## config.mk

```make
export PLATFORM = sky130hd
export DESIGN_NAME = mbe_ctrl
export DESIGN_NICKNAME = d
export VERILOG_FILES = /design/src/rtl/mbe_pkg.sv /design/src/rtl/mbe_ctrl.sv
export SDC_FILE = /design/constraint.sdc
export NUM_CORES = 1
export LEC_CHECK = 0
export BUFFER_PORTS_ARGS = -buffer_cell sky130_fd_sc_hd__buf_4
export CORE_AREA = 2 2 39 41
export DETAILED_ROUTE_END_ITERATION = 7
export DIE_AREA = 0 0 41 43
export GPL_ROUTABILITY_DRIVEN = 0
export SYNTH_ARGS = -nofsm -noshare
export SYNTH_HDL_FRONTEND = slang
export SYNTH_SLANG_ARGS = --single-unit
```

## constraint.sdc

```tcl
create_clock -name clk -period 0.9 [get_ports clk]
set_input_delay 0.225 -clock clk [delete_from_list [all_inputs] [get_ports clk]]
set_output_delay 0.225 -clock clk [all_outputs]
set_load 0.01 [all_outputs]
```

## src/rtl/mbe_pkg.sv

```systemverilog
`timescale 1ns / 1ps
// ----------------------------------------------------------------------------
// mbe_pkg
// Shared types and constants for the Mandelbrot escape-time pixel core.
// ----------------------------------------------------------------------------
package mbe_pkg;

  localparam int CFG_AW = 3;
  localparam int CFG_DW = 36;

  localparam logic [CFG_AW-1:0] CFG_X_ORIGIN   = 3'd0;
  localparam logic [CFG_AW-1:0] CFG_Y_TOP      = 3'd1;
  localparam logic [CFG_AW-1:0] CFG_STEP_SIZE  = 3'd2;
  localparam logic [CFG_AW-1:0] CFG_MAX_ITER   = 3'd3;
  localparam logic [CFG_AW-1:0] CFG_ESC_LIMIT  = 3'd4;

  localparam logic KIND_PIXEL   = 1'b0;
  localparam logic KIND_PALETTE = 1'b1;

  localparam int COORD_W = 12;
  localparam int COUNT_W = 16;
  localparam int COLOR_W = 32;
  localparam int FRAC_W  = 28;

  typedef struct packed {
    logic load_px;
    logic coord_mul;
    logic coord_add;
    logic update;
    logic mult;
    logic step;
    logic pal_wr;
    logic pal_rd;
    logic out_load;
  } mbe_cmd_t;

  typedef struct packed {
    logic px_ok;
    logic keep_going;
    logic under;
  } mbe_status_t;

  // Clamp a wide signed value to the signed 32-bit range.
  function automatic logic signed [31:0] sat32(input logic signed [47:0] v);
    logic signed [31:0] res;
    if ((v[47:31] != '0) && (v[47:31] != '1)) begin
      res = v[47] ? 32'sh8000_0000 : 32'sh7FFF_FFFF;
    end else begin
      res = v[31:0];
    end
    return res;
  endfunction

endpackage

```

## src/rtl/mbe_ctrl.sv

```systemverilog
`timescale 1ns / 1ps
// ----------------------------------------------------------------------------
// mbe_ctrl
// Sequencer that steps the datapath through one pixel or palette word.
// ----------------------------------------------------------------------------
module mbe_ctrl
  import mbe_pkg::*;
(
  input  logic        clk,
  input  logic        rst_n,
  input  logic        in_valid,
  input  logic        in_kind,
  input  mbe_status_t status,
  input  logic        out_busy,
  output logic        in_ready,
  output mbe_cmd_t    cmd
);

  localparam logic [2:0] S_IDLE = 3'd0;
  localparam logic [2:0] S_CMUL = 3'd1;
  localparam logic [2:0] S_CADD = 3'd2;
  localparam logic [2:0] S_UPD  = 3'd3;
  localparam logic [2:0] S_MUL  = 3'd4;
  localparam logic [2:0] S_CHK  = 3'd5;
  localparam logic [2:0] S_FIN  = 3'd6;

  logic [2:0] state_r, state_nxt;

  always_comb begin
    state_nxt = state_r;
    cmd       = '0;
    in_ready  = 1'b0;
    case (state_r)
      S_IDLE: begin
        in_ready = 1'b1;
        if (in_valid) begin
          if (in_kind == KIND_PALETTE) begin
            cmd.pal_wr = 1'b1;
          end else if (status.px_ok) begin
            cmd.load_px = 1'b1;
            state_nxt   = S_CMUL;
          end
        end
      end
      S_CMUL: begin
        cmd.coord_mul = 1'b1;
        state_nxt     = S_CADD;
      end
      S_CADD: begin
        cmd.coord_add = 1'b1;
        state_nxt     = S_UPD;
      end
      S_UPD: begin
        cmd.update = 1'b1;
        state_nxt  = S_MUL;
      end
      S_MUL: begin
        cmd.mult  = 1'b1;
        state_nxt = S_CHK;
      end
      S_CHK: begin
        if (status.keep_going) begin
          cmd.step  = 1'b1;
          state_nxt = S_UPD;
        end else begin
          cmd.pal_rd = status.under;
          state_nxt  = S_FIN;
        end
      end
      S_FIN: begin
        if (!out_busy) begin
          cmd.out_load = 1'b1;
          state_nxt    = S_IDLE;
        end
      end
      default: begin
        state_nxt = S_IDLE;
      end
    endcase
  end

  always_ff @(posedge clk) begin
    if (!rst_n) begin
      state_r <= S_IDLE;
    end else begin
      state_r <= state_nxt;
    end
  end

endmodule

```

==> impl_metrics.xml <==
<?xml version="1.0" encoding="UTF-8"?>
<metrics>
  <group name="synthesis">
    <metric name="yosys.area.top_type" unit="">dfxtp_1</metric>
    <metric name="seq_area_frac_synth" unit="%">23.9</metric>
    <metric name="postSynth.asyncResetShare" unit="%">0</metric>
    <metric name="synth_area" unit="sq um">251</metric>
    <metric name="synth.avg_cell_area" unit="sq um">8.11</metric>
    <metric name="synth.ff_latch_count" unit="">3</metric>
    <metric name="cells_after_synthesis" unit="">31</metric>
    <metric name="postSynthNetCount" unit="">39</metric>
    <metric name="number_of_enable_flip_flop_cells_after_synthesis" unit="">0</metric>
    <metric name="dominantRegCellSynth" unit="">dfxtp_1</metric>
    <metric name="yosys_warnings" unit="">0</metric>
    <metric name="synth.lib_cells_used.distinct" unit="">21</metric>
    <metric name="synth.cells.most_frequent" unit="">dfxtp_1 (3), nand2_1 (3)</metric>
    <metric name="synth_largest_type_area_fraction" unit="%">23.9</metric>
    <metric name="synth_area_leaders" unit="">dfxtp_1 (24%), nor3b_1 (6.0%), nor2b_4 (5.5%)</metric>
  </group>
  <group name="critical_path">
    <metric name="timing.critical_path.slowest_cell_delay" unit="ns">0.32</metric>
    <metric name="worstSetupEndpointType" unit="">output pin</metric>
    <metric name="worst-endpoint-required" unit="ns">0.67</metric>
    <metric name="cp_max_fo" unit="">5</metric>
    <metric name="cpMaxStageDelayCell" unit="">dfxtp_2</metric>
    <metric name="cp_data_arrival_time" unit="ns">1.13</metric>
    <metric name="start_kind" unit="">flip-flop</metric>
    <metric name="criticalPathCategory" unit="">reg -&gt; out</metric>
    <metric name="crit_path_cell_trace" unit="">buf_12 &gt; nor2b_4 &gt; and4b_1 &gt; buf_6</metric>
  </group>
  <group name="sta">
    <metric name="min_period_over_period" unit="%">151</metric>
    <metric name="setup_viol_count_final" unit="">13</metric>
    <metric name="tightest_slew" unit="ns">0.225</metric>
    <metric name="finalWorstSetupSlack" unit="ns">-0.459</metric>
    <metric name="final.min_clock_period" unit="ns">1.36</metric>
    <metric name="timing.clock.skew" unit="ns">0.000331</metric>
    <metric name="maxClockFrequency" unit="MHz">736</metric>
    <metric name="rsz_0062_raised_after_global_routing" unit="">true</metric>
    <metric name="maxSlewViolCount" unit="">0</metric>
    <metric name="slew_headroom" unit="%">85.0</metric>
    <metric name="report.final.hold_viol_count" unit="">0</metric>
    <metric name="hold-worst-slack" unit="ns">0.235</metric>
  </group>
  <group name="clocking">
    <metric name="clock_transition_at_the_registers_of_the_reported_paths" unit="ns">0.04</metric>
    <metric name="cts_max_path_buffers" unit="">2</metric>
    <metric name="clock_insertion_delay_worst_skew" unit="ns">0.23</metric>
    <metric name="clockRootBuffer" unit="">clkbuf_4</metric>
    <metric name="clock-sinks" unit="">3</metric>
    <metric name="cts_tree" unit="">done</metric>
    <metric name="cts_made_buffers" unit="">3</metric>
    <metric name="cts.htree.levels" unit="">1</metric>
    <metric name="number_of_hold_buffers_added_after_cts" unit="">0</metric>
  </group>
  <group name="layout">
    <metric name="register_area" unit="sq um">66.3</metric>
    <metric name="top_regs" unit="">state_r: 3 flops</metric>
    <metric name="finish.net_count" unit="">70</metric>
    <metric name="layout.filler_cells" unit="">152</metric>
    <metric name="drive_gt1_share" unit="%">73.8</metric>
    <metric name="max_reg_flops" unit="">3</metric>
    <metric name="antennaDiodeCount" unit="">0</metric>
    <metric name="layout.cells.non_filler" unit="">77</metric>
    <metric name="stdcell_area" unit="sq um">579</metric>
    <metric name="regMostFlops" unit="">state_r</metric>
    <metric name="area.growth.synth_to_final" unit="%">130</metric>
    <metric name="multiInputGateArea" unit="sq um">214</metric>
  </group>
  <group name="routing">
    <metric name="antenna_violating_nets_post_route" unit="">0</metric>
    <metric name="post_detailed_route_via_to_cell_ratio" unit="">4.25</metric>
    <metric name="post-route-drc-count" unit="">0</metric>
    <metric name="first_iter_violations" unit="">0</metric>
    <metric name="dr.pass1.iters" unit="">1</metric>
    <metric name="routed_wire_length_per_instance" unit="microns">9.39</metric>
    <metric name="overall_routed_net_length" unit="microns">723</metric>
    <metric name="via_count" unit="">327</metric>
  </group>
  <group name="floorplanning">
    <metric name="number_of_placement_rows" unit="">14</metric>
    <metric name="io_pins" unit="">18</metric>
    <metric name="floorplan.initialDensity" unit="%">18.2</metric>
    <metric name="die_h" unit="microns">43</metric>
    <metric name="die_width" unit="microns">41</metric>
    <metric name="core_area" unit="sq um">1380</metric>
    <metric name="die-area" unit="sq um">1760</metric>
  </group>
  <group name="global_routing">
    <metric name="grt_pass1_vias" unit="">299</metric>
    <metric name="grt_antenna_before_repair" unit="">0</metric>
    <metric name="grt_first_pass_wirelength" unit="microns">1150</metric>
    <metric name="grt_start_max_net_pins" unit="">8</metric>
    <metric name="gr-usage-all-layers" unit="%">9.84</metric>
    <metric name="grt_remaining_overflow" unit="">0</metric>
  </group>
  <group name="min_path">
    <metric name="hold_path_class" unit="">in -&gt; reg</metric>
  </group>
  <group name="power_and_ir_drop">
    <metric name="pwr_density_cell" unit="nW/um^2">1030</metric>
    <metric name="power.static_leakage" unit="nW">0.300</metric>
    <metric name="design_power_total" unit="uW">596</metric>
    <metric name="ir_worst_vdd" unit="mV">0.502</metric>
  </group>
  <group name="status">
    <metric name="run_status" unit="">finished with violations</metric>
    <metric name="violations_in_the_final_reports" unit="">negative setup slack</metric>
  </group>
  <group name="placement">
    <metric name="post-dp-hpwl" unit="microns">545</metric>
    <metric name="placed_area" unit="sq um">489</metric>
    <metric name="placed_cells" unit="">70</metric>
    <metric name="buffer_ports.inserted" unit="">17</metric>
    <metric name="dp_worst_setup_slack" unit="ns">-0.233</metric>
  </group>
  <group name="job">
    <metric name="max_cap_violations" unit="">0</metric>
  </group>
</metrics>
==> final timing paths <==
| path | slack (ns) | startpoint | to | depth (start not counted) |
|---|---|---|---|---|
| setup reg to reg | -0.08 | state_r[1] | state_r[0] | 4 |
| hold / removal | 0.24 | rst_n | state_r[1] | 2 |
| setup / recovery | -0.46 | state_r[1] | cmd[1] | 4 |
| hold reg to reg | 0.63 | state_r[2] | state_r[0] | 2 |
==> where the power goes <==
| part | switching (mW) | internal (mW) | leakage (nW) |
|---|---|---|---|
| Sequential | 0.00988 | 0.141 | 0.0261 |
| Combinational | 0.0796 | 0.134 | 0.259 |
| Clock | 0.0650 | 0.166 | 0.0150 |
| Total | 0.155 | 0.441 | 0.300 |
==> cells by family (layout without fill, tap and decap cells) <==
logic type,count (synthesis),after routing,synth area share (%)
AOI/OAI and AO/OA,7,7,20.9
buffers and inverters,4,34,10.4
and+or+nand+nor,17,17,44.8
DFF,3,3,23.9
==> critical path, delay by kind of cell (launching register included) <==
family	cells	cell delay, ns
buffers and inverters	2	0.23
AND/OR/NAND/NOR	2	0.35
flip-flops	1	0.32
==> timing repair <==
item	4_1_cts	5_1_grt
pin swaps	7	5
endpoints found under the setup margin	13	13
gates resized for setup	9	5
setup buffers	4	0
==> per-stage QoR <==
stage / util (%) / setup TNS [ns]
floorplan: - / -0.780
global placement: 35.4 / -1.93
detailed placement: 35.4 / -2.03
CTS: 41.4 / -4.53
global route: 41.9 / -4.86
finish: 41.9 / -4.24
==> area by class of cell <==
cell class                 count  area share [%]
clock buffer                   4            4.54
inverter                       2            1.30
multi-input combinational     24            36.9
sequential                     3            11.4
tap                           16            3.46
timing repair buffer          28            42.3
==> cell usage in the layout, fill, tap and decap left out, drive strengths merged, types with 2 or more instances in the layout <==
cell,n
a21oi,2
nor3,2
clkbuf,4
buf,28
nand2,3
and3,2
dfxtp,3
inv,2
nor3b,2
nand2b,2
nor2,2
nor2b,2
==> per-layer routing <==
metal,global-route usage (%),part of all wire (%)
met2,14.1,55
met5,0,0
met3,1.57,5.7
met1,12.2,39
met4,8.00,0
(Power assumes the default switching activity.)
